**config.mk**
```make
export PLATFORM = sky130hd
export DESIGN_NAME = imu_frame_sync_parser
export DESIGN_NICKNAME = d
export VERILOG_FILES = /design/src/sv/ifsp_pkg.sv /design/src/sv/ifsp_window.sv /design/src/sv/ifsp_ctrl.sv /design/src/sv/imu_frame_sync_parser.sv
export SDC_FILE = /design/constraint.sdc
export NUM_CORES = 1
export LEC_CHECK = 0
export BUFFER_PORTS_ARGS = -buffer_cell sky130_fd_sc_hd__buf_2
export CAP_MARGIN = 30
export CORE_ASPECT_RATIO = 0.75
export CORE_MARGIN = 2
export CORE_UTILIZATION = 30
export CTS_BUF_LIST = sky130_fd_sc_hd__clkbuf_2
export DETAILED_ROUTE_END_ITERATION = 7
export PLACE_DENSITY_LB_ADDON = 0.08
export SYNTH_ARGS = -nofsm -noshare
export SYNTH_HDL_FRONTEND = slang
export SYNTH_SLANG_ARGS = --single-unit
```
**constraint.sdc**
```tcl
create_clock -name clk -period 12.65 [get_ports clk]
set_clock_uncertainty 0.05 [all_clocks]
set_input_delay 0.6325 -clock clk [delete_from_list [all_inputs] [get_ports clk]]
set_output_delay 0.6325 -clock clk [all_outputs]
set_load 0.01 [all_outputs]
```
**src/sv/ifsp_pkg.sv**
```systemverilog
// Shared constants and types of the IMU frame sync parser.
`timescale 1ns / 1ps

package ifsp_pkg;

  localparam int MAX_SPAN_DEF = 20;

  localparam logic [7:0] HEAD_BYTE  = 8'hA5;
  localparam logic [7:0] TAIL_BYTE  = 8'h5A;
  localparam int         MIN_FRAME  = 15;
  localparam logic [7:0] TYPE_GYRO  = 8'h01;
  localparam logic [7:0] TYPE_EULER = 8'h02;
  localparam logic [7:0] TYPE_MAX   = 8'h03;
  localparam int         GYRO_OFS   = 8;
  localparam int         EULER_OFS  = 4;
  localparam int         BASE_DEV   = 3;
  localparam int         BASE_PLAIN = 2;

  localparam int         PADDR_W    = 3;
  localparam logic       REG_UNIT_ID = 1'b0;

  typedef struct packed {
    logic [31:0] yaw_bits;
    logic [31:0] gyro_z_bits;
    logic        yaw_updated;
    logic        gyro_updated;
  } result_t;

endpackage

```
**src/sv/ifsp_window.sv**
```systemverilog
// Circular byte window memory with registered read data.
`timescale 1ns / 1ps

module ifsp_window #(
  parameter int MAX_SPAN = ifsp_pkg::MAX_SPAN_DEF
) (
  input  logic                           clk,
  input  logic [$clog2(MAX_SPAN+1)-1:0]  start,
  input  logic                           we,
  input  logic [$clog2(MAX_SPAN+1)-1:0]  wpos,
  input  logic [7:0]                     wdata,
  input  logic [$clog2(MAX_SPAN+1)-1:0]  rpos,
  output logic [7:0]                     rdata
);

  localparam int WIN = MAX_SPAN + 1;
  localparam int AW  = $clog2(WIN);

  logic [7:0]    mem [WIN];
  logic [AW:0]   wsum;
  logic [AW:0]   rsum;
  logic [AW-1:0] waddr;
  logic [AW-1:0] raddr;

  // Logical positions are offsets from the current head; wrap once.
  always_comb begin
    wsum = {1'b0, start} + {1'b0, wpos};
    rsum = {1'b0, start} + {1'b0, rpos};
    if (wsum >= (AW+1)'(WIN)) begin
      wsum = wsum - (AW+1)'(WIN);
    end
    if (rsum >= (AW+1)'(WIN)) begin
      rsum = rsum - (AW+1)'(WIN);
    end
    waddr = wsum[AW-1:0];
    raddr = rsum[AW-1:0];
  end

  always_ff @(posedge clk) begin
    if (we) begin
      mem[waddr] <= wdata;
    end
    rdata <= mem[raddr];
  end

endmodule

```
**src/sv/ifsp_ctrl.sv**
```systemverilog
// Sequencer: window fill, frame decode and head rescan over one read port.
`timescale 1ns / 1ps

module ifsp_ctrl #(
  parameter int MAX_SPAN = ifsp_pkg::MAX_SPAN_DEF
) (
  input  logic              clk,
  input  logic              rst,
  input  logic              in_acc,
  input  logic [7:0]        in_byte,
  input  logic              in_last,
  input  logic [7:0]        unit_id,
  output logic              idle,
  output logic              res_valid,
  input  logic              res_ready,
  output ifsp_pkg::result_t res
);

  localparam int WIN = MAX_SPAN + 1;
  localparam int AW  = $clog2(WIN);
  localparam int SW  = $clog2(WIN + 1);

  localparam logic [2:0] S_IDLE = 3'd0;
  localparam logic [2:0] S_RD1  = 3'd1;
  localparam logic [2:0] S_RD2  = 3'd2;
  localparam logic [2:0] S_SEL  = 3'd3;
  localparam logic [2:0] S_WORD = 3'd4;
  localparam logic [2:0] S_SCAN = 3'd5;
  localparam logic [2:0] S_DONE = 3'd6;

  logic [2:0]    state;
  logic [AW-1:0] start;
  logic [SW-1:0] span;
  logic          hunting;
  logic          last_r;
  logic [SW-1:0] len;
  logic [7:0]    b1;
  logic [AW-1:0] wbase;
  logic          is_gyro;
  logic [2:0]    k;
  logic [31:0]   acc;
  logic [31:0]   yaw_word;
  logic [31:0]   gyro_word;
  logic          hit_yaw;
  logic          hit_gyro;
  logic [SW-1:0] issue;
  logic [SW-1:0] chk_idx;
  logic          chk_valid;

  logic          we;
  logic [AW-1:0] wpos;
  logic [AW-1:0] rpos;
  logic [7:0]    rdata;
  logic [SW-1:0] span_inc;
  logic          use_dev;
  logic [7:0]    kind;
  logic          kind_ok;
  logic [AW-1:0] base;
  logic [31:0]   acc_next;
  logic [AW:0]   start_sum;

  ifsp_window #(.MAX_SPAN(MAX_SPAN)) u_window (
    .clk   (clk),
    .start (start),
    .we    (we),
    .wpos  (wpos),
    .wdata (in_byte),
    .rpos  (rpos),
    .rdata (rdata)
  );

  assign idle      = (state == S_IDLE);
  assign res_valid = (state == S_DONE);
  assign res       = '{yaw_bits: yaw_word, gyro_z_bits: gyro_word,
                       yaw_updated: hit_yaw, gyro_updated: hit_gyro};

  always_comb begin
    span_inc = span + SW'(1);
    wpos     = hunting ? span[AW-1:0] : '0;
    we       = in_acc && (hunting || in_byte == ifsp_pkg::HEAD_BYTE);
    use_dev  = (len >= SW'(ifsp_pkg::MIN_FRAME + 1)) && (b1 == unit_id)
               && (rdata <= ifsp_pkg::TYPE_MAX);
    kind     = use_dev ? rdata : b1;
    kind_ok  = use_dev || (b1 <= ifsp_pkg::TYPE_MAX);
    base     = use_dev ? AW'(ifsp_pkg::BASE_DEV) : AW'(ifsp_pkg::BASE_PLAIN);
    acc_next = {rdata, acc[31:8]};
    start_sum = {1'b0, start} + {1'b0, chk_idx[AW-1:0]};
    if (start_sum >= (AW+1)'(WIN)) begin
      start_sum = start_sum - (AW+1)'(WIN);
    end
    case (state)
      S_RD1:   rpos = AW'(1);
      S_RD2:   rpos = AW'(2);
      S_WORD:  rpos = wbase + AW'(k[1:0]);
      S_SCAN:  rpos = (issue < SW'(WIN)) ? issue[AW-1:0] : '0;
      default: rpos = '0;
    endcase
  end

  always_ff @(posedge clk) begin
    if (rst) begin
      state     <= S_IDLE;
      start     <= '0;
      span      <= '0;
      hunting   <= 1'b0;
      last_r    <= 1'b0;
      yaw_word  <= '0;
      gyro_word <= '0;
      hit_yaw   <= 1'b0;
      hit_gyro  <= 1'b0;
      chk_valid <= 1'b0;
    end else begin
      case (state)
        S_IDLE: begin
          if (in_acc) begin
            hit_yaw  <= 1'b0;
            hit_gyro <= 1'b0;
            last_r   <= in_last;
            state    <= S_DONE;
            if (hunting) begin
              if (in_byte == ifsp_pkg::TAIL_BYTE) begin
                hunting <= 1'b0;
                span    <= '0;
                len     <= span_inc;
                if (span_inc >= SW'(ifsp_pkg::MIN_FRAME)) begin
                  state <= S_RD1;
                end
              end else begin
                span <= span_inc;
                // Window full with no tail and the chunk not ending: rescan for a later head byte.
                if (span_inc == SW'(WIN) && !in_last) begin
                  state     <= S_SCAN;
                  issue     <= SW'(1);
                  chk_valid <= 1'b0;
                end
              end
            end else if (in_byte == ifsp_pkg::HEAD_BYTE) begin
              span    <= SW'(1);
              hunting <= 1'b1;
            end
          end
        end
        S_RD1: begin
          state <= S_RD2;
        end
        S_RD2: begin
          b1    <= rdata;
          state <= S_SEL;
        end
        S_SEL: begin
          k     <= '0;
          state <= S_DONE;
          if (kind_ok && kind == ifsp_pkg::TYPE_GYRO) begin
            wbase   <= base + AW'(ifsp_pkg::GYRO_OFS);
            is_gyro <= 1'b1;
            state   <= S_WORD;
          end else if (kind_ok && kind == ifsp_pkg::TYPE_EULER) begin
            wbase   <= base + AW'(ifsp_pkg::EULER_OFS);
            is_gyro <= 1'b0;
            state   <= S_WORD;
          end
        end
        S_WORD: begin
          k   <= k + 3'd1;
          acc <= acc_next;
          if (k == 3'd4) begin
            state <= S_DONE;
            if (is_gyro) begin
              gyro_word <= acc_next;
              hit_gyro  <= 1'b1;
            end else begin
              yaw_word <= acc_next;
              hit_yaw  <= 1'b1;
            end
          end
        end
        S_SCAN: begin
          if (chk_valid && rdata == ifsp_pkg::HEAD_BYTE) begin
            start <= start_sum[AW-1:0];
            span  <= SW'(WIN) - chk_idx;
            state <= S_DONE;
          end else if (chk_valid && chk_idx == SW'(WIN - 1)) begin
            hunting <= 1'b0;
            span    <= '0;
            state   <= S_DONE;
          end else begin
            chk_idx   <= issue;
            chk_valid <= 1'b1;
            issue     <= issue + SW'(1);
          end
        end
        S_DONE: begin
          if (res_ready) begin
            state <= S_IDLE;
            if (last_r) begin
              hunting <= 1'b0;
              span    <= '0;
            end
          end
        end
        default: begin
          state <= S_IDLE;
        end
      endcase
    end
  end

endmodule

```
**src/sv/imu_frame_sync_parser.sv**
```systemverilog
// Top level of the IMU frame sync parser: stream ports, APB register, result register.
`timescale 1ns / 1ps
// The sequencer takes one item at a time and accepts the next only once it is idle again;
// the single window read port serializes decode and rescan, and output stalls delay it.
// Reset: synchronous active-high rst clears the sequencer, unit_id and the latched
// yaw and gyro words; window bytes are not cleared and are only read after being written.

module imu_frame_sync_parser #(
  parameter int MAX_SPAN = ifsp_pkg::MAX_SPAN_DEF
) (
  input  logic                         clk,
  input  logic                         rst,
  // Input stream: tdata = rx_byte[7:0]; tlast = chunk_last.
  input  logic                         s_tvalid,
  output logic                         s_tready,
  input  logic [7:0]                   s_tdata,
  input  logic                         s_tlast,
  // Output stream: tdata = yaw_bits[31:0], gyro_z_bits[63:32], yaw_updated[64],
  // gyro_updated[65], zero padding [71:66].
  output logic                         m_tvalid,
  input  logic                         m_tready,
  output logic [71:0]                  m_tdata,
  // Configuration port.
  input  logic                         psel,
  input  logic                         penable,
  input  logic                         pwrite,
  input  logic [ifsp_pkg::PADDR_W-1:0] paddr,
  input  logic [31:0]                  pwdata,
  output logic [31:0]                  prdata,
  output logic                         pready
);

  logic [7:0]        unit_id;
  logic              in_acc;
  logic              idle;
  logic              res_valid;
  logic              res_ready;
  ifsp_pkg::result_t res;
  ifsp_pkg::result_t out_r;

  // The register index is the word address; the low address bits are ignored.
  assign pready = 1'b1;
  assign prdata = (paddr[2] == ifsp_pkg::REG_UNIT_ID) ? {24'd0, unit_id} : 32'd0;

  always_ff @(posedge clk) begin
    if (rst) begin
      unit_id <= 8'd0;
    end else if (psel && penable && pwrite && pready
                 && paddr[2] == ifsp_pkg::REG_UNIT_ID) begin
      unit_id <= pwdata[7:0];
    end
  end

  // The sequencer takes a new item whenever it is idle, even while the
  // previous result is still waiting in the output register.
  assign s_tready  = idle;
  assign in_acc    = s_tvalid && s_tready;
  assign res_ready = !m_tvalid || m_tready;

  ifsp_ctrl #(.MAX_SPAN(MAX_SPAN)) u_ctrl (
    .clk       (clk),
    .rst       (rst),
    .in_acc    (in_acc),
    .in_byte   (s_tdata),
    .in_last   (s_tlast),
    .unit_id   (unit_id),
    .idle      (idle),
    .res_valid (res_valid),
    .res_ready (res_ready),
    .res       (res)
  );

  // Output register: loaded when the sequencer finishes an item and the
  // slot is free or being emptied in the same cycle.
  always_ff @(posedge clk) begin
    if (rst) begin
      m_tvalid <= 1'b0;
    end else if (res_ready) begin
      m_tvalid <= res_valid;
    end
  end

  always_ff @(posedge clk) begin
    if (res_ready && res_valid) begin
      out_r <= res;
    end
  end

  assign m_tdata = {6'd0, out_r.gyro_updated, out_r.yaw_updated,
                    out_r.gyro_z_bits, out_r.yaw_bits};

endmodule

```
Word level (Yosys, flattened, before mapping) --
Memories as Yosys holds them, arrays and structs flattened. A register that Yosys moved wholly into a read port is not among the register bits. Cells that the tools add are included.
Operators by class: add/subtract/negate cells 13, bitwise gates (word level) 5, equal/unequal tests 29, reductions and logical operators 41, mux-type cells 66, magnitude comparators 8
Operator list (count):
- two-way mux 5 bit | 21
- two-way mux 3 bit | 9
- two-way mux 1 bit | 23
- case mux 3 bit (7 select lines) | 1
- case mux 5 bit (4 select lines) | 1
- adder 5 x 5 -> 6 bit | 3
- greater-or-equal comparator 6 x 5 -> 1 bit (second input constant) | 3
- equality test 8 bit (second input constant) | 2
- <= comparator 8 x 2 -> 1 bit (second input constant) | 2
- two-way mux 8 bit | 2
- != test 2 x 1 -> 1 bit (second input constant) | 8
- AND reduction 4 bit | 4
- case mux 5 bit (3 select lines) | 1
- subtractor 5 bit (second input constant) | 3
- logical AND 1 bit | 13
- equality test 3 bit (second input constant) | 4
- AND reduction 6 bit | 2
- adder 5 x 1 -> 5 bit (second input constant) | 2
- equality test 5 bit (second input constant) | 2
- case mux 5 bit (2 select lines) | 1
- AND reduction 2 bit | 5
- AND reduction 3 bit | 3
- equality test 8 x 1 -> 1 bit (second input constant) | 1
- equality test 8 x 2 -> 1 bit (second input constant) | 1
- 27 further kinds | 45
Storage, ports and cells: memories 1, register bits 221, RAM bits 168, word-level logic and storage cells 187
Memories:
- u_ctrl.u_window.mem | depth 21, bits a word 8, read ports 1, clocked after Yosys merged registers in 1, wr ports 1, RTL line ifsp_window.sv:19 | logic [7:0] mem [WIN];

Depth between registers and ports, before layout --
depth after elaboration 9, depth in mapped cells 22

By module --
A second synthesis with hierarchy kept.
Second synthesis, totals: cells, all modules 1385, area total of the unflattened synthesis 16614.7 um2
By module, submodules not included:
- ifsp_window | times used 1, seq. area each 5205.0 um2, cells each 606, area each 8056.5 um2
- ifsp_ctrl | times used 1, seq. area each 3143.0 um2, cells each 631, area each 5853.1 um2
- imu_frame_sync_parser | times used 1, seq. area each 2162.1 um2, cells each 148, area each 2705.1 um2

Worst setup path before layout --
No wires, ideal clock.
path type register to register, start reg u_ctrl.state[0], end reg u_ctrl.u_window.rdata[6], read port of u_ctrl.u_window.mem, stages on the path, launching flop included 21, arrival 4.667 ns, path slack 7.802 ns, path buffers 3, cells stage by stage dfxtp_1 clkbuf_1 nor2b_1 nand2_1 a21oi_1 nand2_1 o21ai_0 ha_1 inv_1 clkbuf_1 clkbuf_1 ha_1 nand2b_1 a222oi_1 a21boi_2 o21a_2 mux2i_1 mux4_2 or3_1 o21ai_1 o22ai_1
On the way: longest elaborated chain between the ends 5, elaborated cells on any way between the ends 9, classes of those cells add/sub: 2; order compare: 1; eq/ne: 4; mux: 2
Ends and longest elaborated chain:
- start, declared | RTL line ifsp_ctrl.sv:31 | logic [2:0] state;
- start signal, assigned | RTL line ifsp_ctrl.sv:102 | state <= S_IDLE;
- start signal, assigned | RTL line ifsp_ctrl.sv:119 | state <= S_DONE;
- start signal, assigned | RTL line ifsp_ctrl.sv:126 | state <= S_RD1;
- equality test 3 bit (tied with other cells) | RTL line ifsp_ctrl.sv:91 | case (state)
- case mux 5 bit (4 select lines) * | RTL line ifsp_ctrl.sv:91
- adder 5 x 5 -> 6 bit * | RTL line ifsp_window.sv:28 | rsum = {1'b0, start} + {1'b0, rpos};
- subtractor 5 bit or greater-or-equal comparator 6 x 5 -> 1 bit (tied branches) | RTL line ifsp_window.sv:33, ifsp_window.sv:32
- two-way mux 5 bit * | RTL line ifsp_window.sv:32 | if (rsum >= (AW+1)'(WIN)) begin
- end, declared | RTL line ifsp_window.sv:13 | output logic [7:0] rdata
Mark *: on every way between the ends. The rest lies on a longest branch, timed or not. A chain may end at the register's enable or synchronous reset.

Worst setup path after layout --
start reg u_ctrl.state[1], end reg u_ctrl.u_window.rdata[5], read port of u_ctrl.u_window.mem
Same word-level chain as after synthesis.

==> key figures <==
Critical path
  – Crit path cell chain: nor2b_1 -> nand2_1 -> a21oi_1 -> nand2_1 -> o21ai_0 -> ha_2 -> inv_1 -> fa_1 -> ha_4 -> nand2b_1 -> a222oi_1 -> a21boi_2 -> o21ai_2 -> buf_4 -> mux2_2 -> nor2_1 -> a2111oi_0 -> nor3_1 -> a211oi_1
  – Worst Path Required: 13.59 ns
  – Critical path class: register to register
  – CP most frequent cell: nand2_1
  – Crit start category: register
  – Peak per-stage delay on the critical path: 1.00 ns
  – Crit path arrival time: 7.84 ns
  – CP endpoint kind: register
  – Slowest cell on crit path: a2111oi_0
  – Critical path fanouts, max: 55

Placed design
  – Detailed Place HPWL: 32.3 mm
  – Cell count after placement: 2390
  – Place WS: 5.79 ns
  – Routability congestion estimate: 0.786
  – PortBufs: 100

Synthesis
  – Main synth FF type: edfxtp_1
  – Top cell type by total area after synthesis: edfxtp_1
  – Yosys reg bits: 383
  – Register area share after synthesis: 0.599
  – Distinct cells, synth: 63
  – Synth Area per Inst: 11.2 sq um
  – Warnings from Yosys: 0
  – Largest cells by area after synthesis: edfxtp_1 49%, dfxtp_1 11%, nand2_1 5.2%, a21oi_1 3.0%, ha_1 2.1%
  – Post-synth EDFFs: 284
  – Post-Synth Simple-Gate Area: 0.148
  – Adder-Cell Fraction of Synth Area: 0.0248
  – Commonest cells in the netlist: 284 x edfxtp_1, 244 x nand2_1, 106 x a21oi_1
  – Most common cell in the netlist: edfxtp_1
  – Largest family of logic cells by synthesized area: simple AND/OR/NAND/NOR gates
  – Xor/xnor share of the synthesized area: 0.0223
  – Post-synthesis mux area share: 0.0368
  – Async SR Flop Fraction: 0
  – Mapped Cells: 1564
  – Cell area after synthesis: 0.0175 sq mm
  – Yosys top cell area share: 0.486
  – Compound-Gate Fraction of Synth Area: 0.128

Hold path
  – Min-Delay Path Class: register to register

Floorplanning
  – Starting Density: 0.304
  – Core area: 0.0576 sq mm
  – Num rows: 76
  – Die area: 0.0604 sq mm
  – Die height: 213 microns
  – Io pins: 158
  – Die X-Extent: 283 microns

CTS
  – CTS root buffer: clkbuf_2
  – Clock-pin slew on the worst setup and hold paths: 0.11 ns
  – Worst-Skew Late Latency: 1.12 ns
  – Postcts setup bufs: 0
  – CTS max path bufs: 3
  – CTS HTree Levels: 3
  – Clock sinks: 383
  – CTS tree: built
  – Clock buffer count from CTS: 99

Detailed routing
  – Via density per instance: 4.98
  – Routed WL per cell: 19.9 microns
  – Detail Route Antenna Nets: 0
  – Pre-antenna DRT Iters: 5
  – DRT iter0 DRCs: 922
  – Routed Wire Length: 52.0 mm
  – Via count: 13000
  – DR DRC count: 0

STA
  – Relative slew margins: 0.191
  – Worst Tran Pin Value: 1.18 ns
  – RSZ-0062 raised after global routing: no
  – Post-route setup TNS: 0 ns
  – Min cycle time layout: 6.89 ns
  – Setup ws final: 5.76 ns
  – Setup violations, final: 0
  – Hold Fails Final Rpt: 0
  – Fmax: 145 MHz
  – Final period util: 0.545
  – Fin. max-slew vios: 0

GRT
  – Global-route usage over all layers: 0.170
  – Initial antenna violation count: 4
  – Vias in the first global route: 12700
  – First-pass GRT wire length: 77.8 mm
  – Total grt overflow: 0
  – Largest net degree at the start of global routing: 72

Cells and area
  – Fillers: 5884
  – Area of the multi-input gates: 0.00654 sq mm
  – Fraction of layout cells with a size suffix above 1: 0.183
  – Final #Nets: 1834
  – Syn-to-layout area delta: 15.6%
  – Final core utilization: 0.352
  – Fin cells: 2614
  – Reg area: 0.0105 sq mm

Pwr
  – Power density over the cells: 175 mW/mm^2
  – Leak pwr: 7.06 nW
  – Max IR drop VDD: 96.7 uV

Run
  – Max_cap viols: 0

Status
  – Run status: completed
state kept, by name, summed over array words and instances, names as in the netlist, 3 cells and up:
register and cells:
u_ctrl.span 5, u_ctrl.yaw_word 32, u_ctrl.state 3, m_tdata 66, unit_id 8, u_ctrl.gyro_word 32, u_ctrl.chk_idx 5, u_ctrl.u_window.mem 168
u_ctrl.u_window.rdata 8, u_ctrl.b1 8, u_ctrl.acc 24, u_ctrl.k 3, u_ctrl.issue 5, u_ctrl.start 5, u_ctrl.wbase 3
final timing paths:
kind / from / to / slack [ns] / cells after the start
max: u_ctrl.state[1] / u_ctrl.u_window.rdata[5] / 5.76 / 19
min: u_ctrl.yaw_word[17] / m_tdata[17] / 0.38 / 0
max reg2reg: u_ctrl.state[1] / u_ctrl.u_window.rdata[5] / 5.76 / 19
min reg2reg: u_ctrl.yaw_word[17] / m_tdata[17] / 0.38 / 0
metal layers:
| layer | track usage | vias up | part of all wire |
|---|---|---|---|
| met5 | 0 | - | 0 |
| met4 | 0.0609 | 0 | 0.025 |
| met3 | 0.0412 | 102 | 0.057 |
| met2 | 0.243 | 349 | 0.42 |
| met1 | 0.250 | 6368 | 0.50 |
| li1 | - | 6199 | - |
critical path: cells and delay by family, from the launching register on:
kind / cells / cell delay, ns
buffers and inverters: 2 / 0.38
muxes: 1 / 0.78
DFF: 1 / 0.51
adders and majority gates: 3 / 1.57
and+or+nand+nor: 6 / 1.05
AOI/OAI and AO/OA: 7 / 2.37
timing repair:
item	in CTS	in global routing
endpoints found under the hold margin	231	0
hold buffers	38	0
resized for setup	0	0
metrics by stage:
step / area, sq um / total power (W) / hold WS (ns)
2_1_floorplan: 17700 / 0.00230 / 0.358
3_3_place_gp: 18900 / 0.00269 / 0.362
3_5_place_dp: 19000 / 0.00271 / 0.365
4_1_cts: 20300 / 0.00361 / 0.279
5_1_grt: 20300 / 0.00379 / 0.337
6_report: 20300 / 0.00355 / 0.381
cell usage in the layout, fill, tap and decap left out, drive strengths merged, types with 26 or more instances in the layout:
master	instances
a211oi	52
dfxtp	99
nor2	86
clkbuf	147
buf	145
nor3b	26
o311ai	28
nor3	60
o21ai	53
mux2i	33
edfxtp	284
nand2	244
inv	31
clkinv	31
nand3	45
dlygate4sd3	38
conb	31
a21oi	106
ha	30
nor2b	40
cells by family after synthesis:
family                   after synthesis
multiplexers                          49
flip-flops                           383
buffers and inverters                153
adder cells (fa/ha/maj)               33
XOR/XNOR                              43
AND/OR/NAND/NOR                      557
other                                  2
AO/OA/AOI/OAI                        344
cell type report:
type,count,share of cell area
antenna,2,0.000247
clock buffer,147,0.0363
clock inverter,36,0.00907
inverter,26,0.00481
multi-input combinational,1057,0.322
sequential,383,0.518
tap,780,0.0481
timing repair buffer,183,0.0611
power by group:
part	total, W	internal [W]	switching [W]
clock network	0.000869	0.000324	0.000545
registers	0.00157	0.00147	0.000100
logic	0.00111	0.000389	0.000719
total	0.00355	0.00218	0.00136
(Power assumes the default switching activity.)
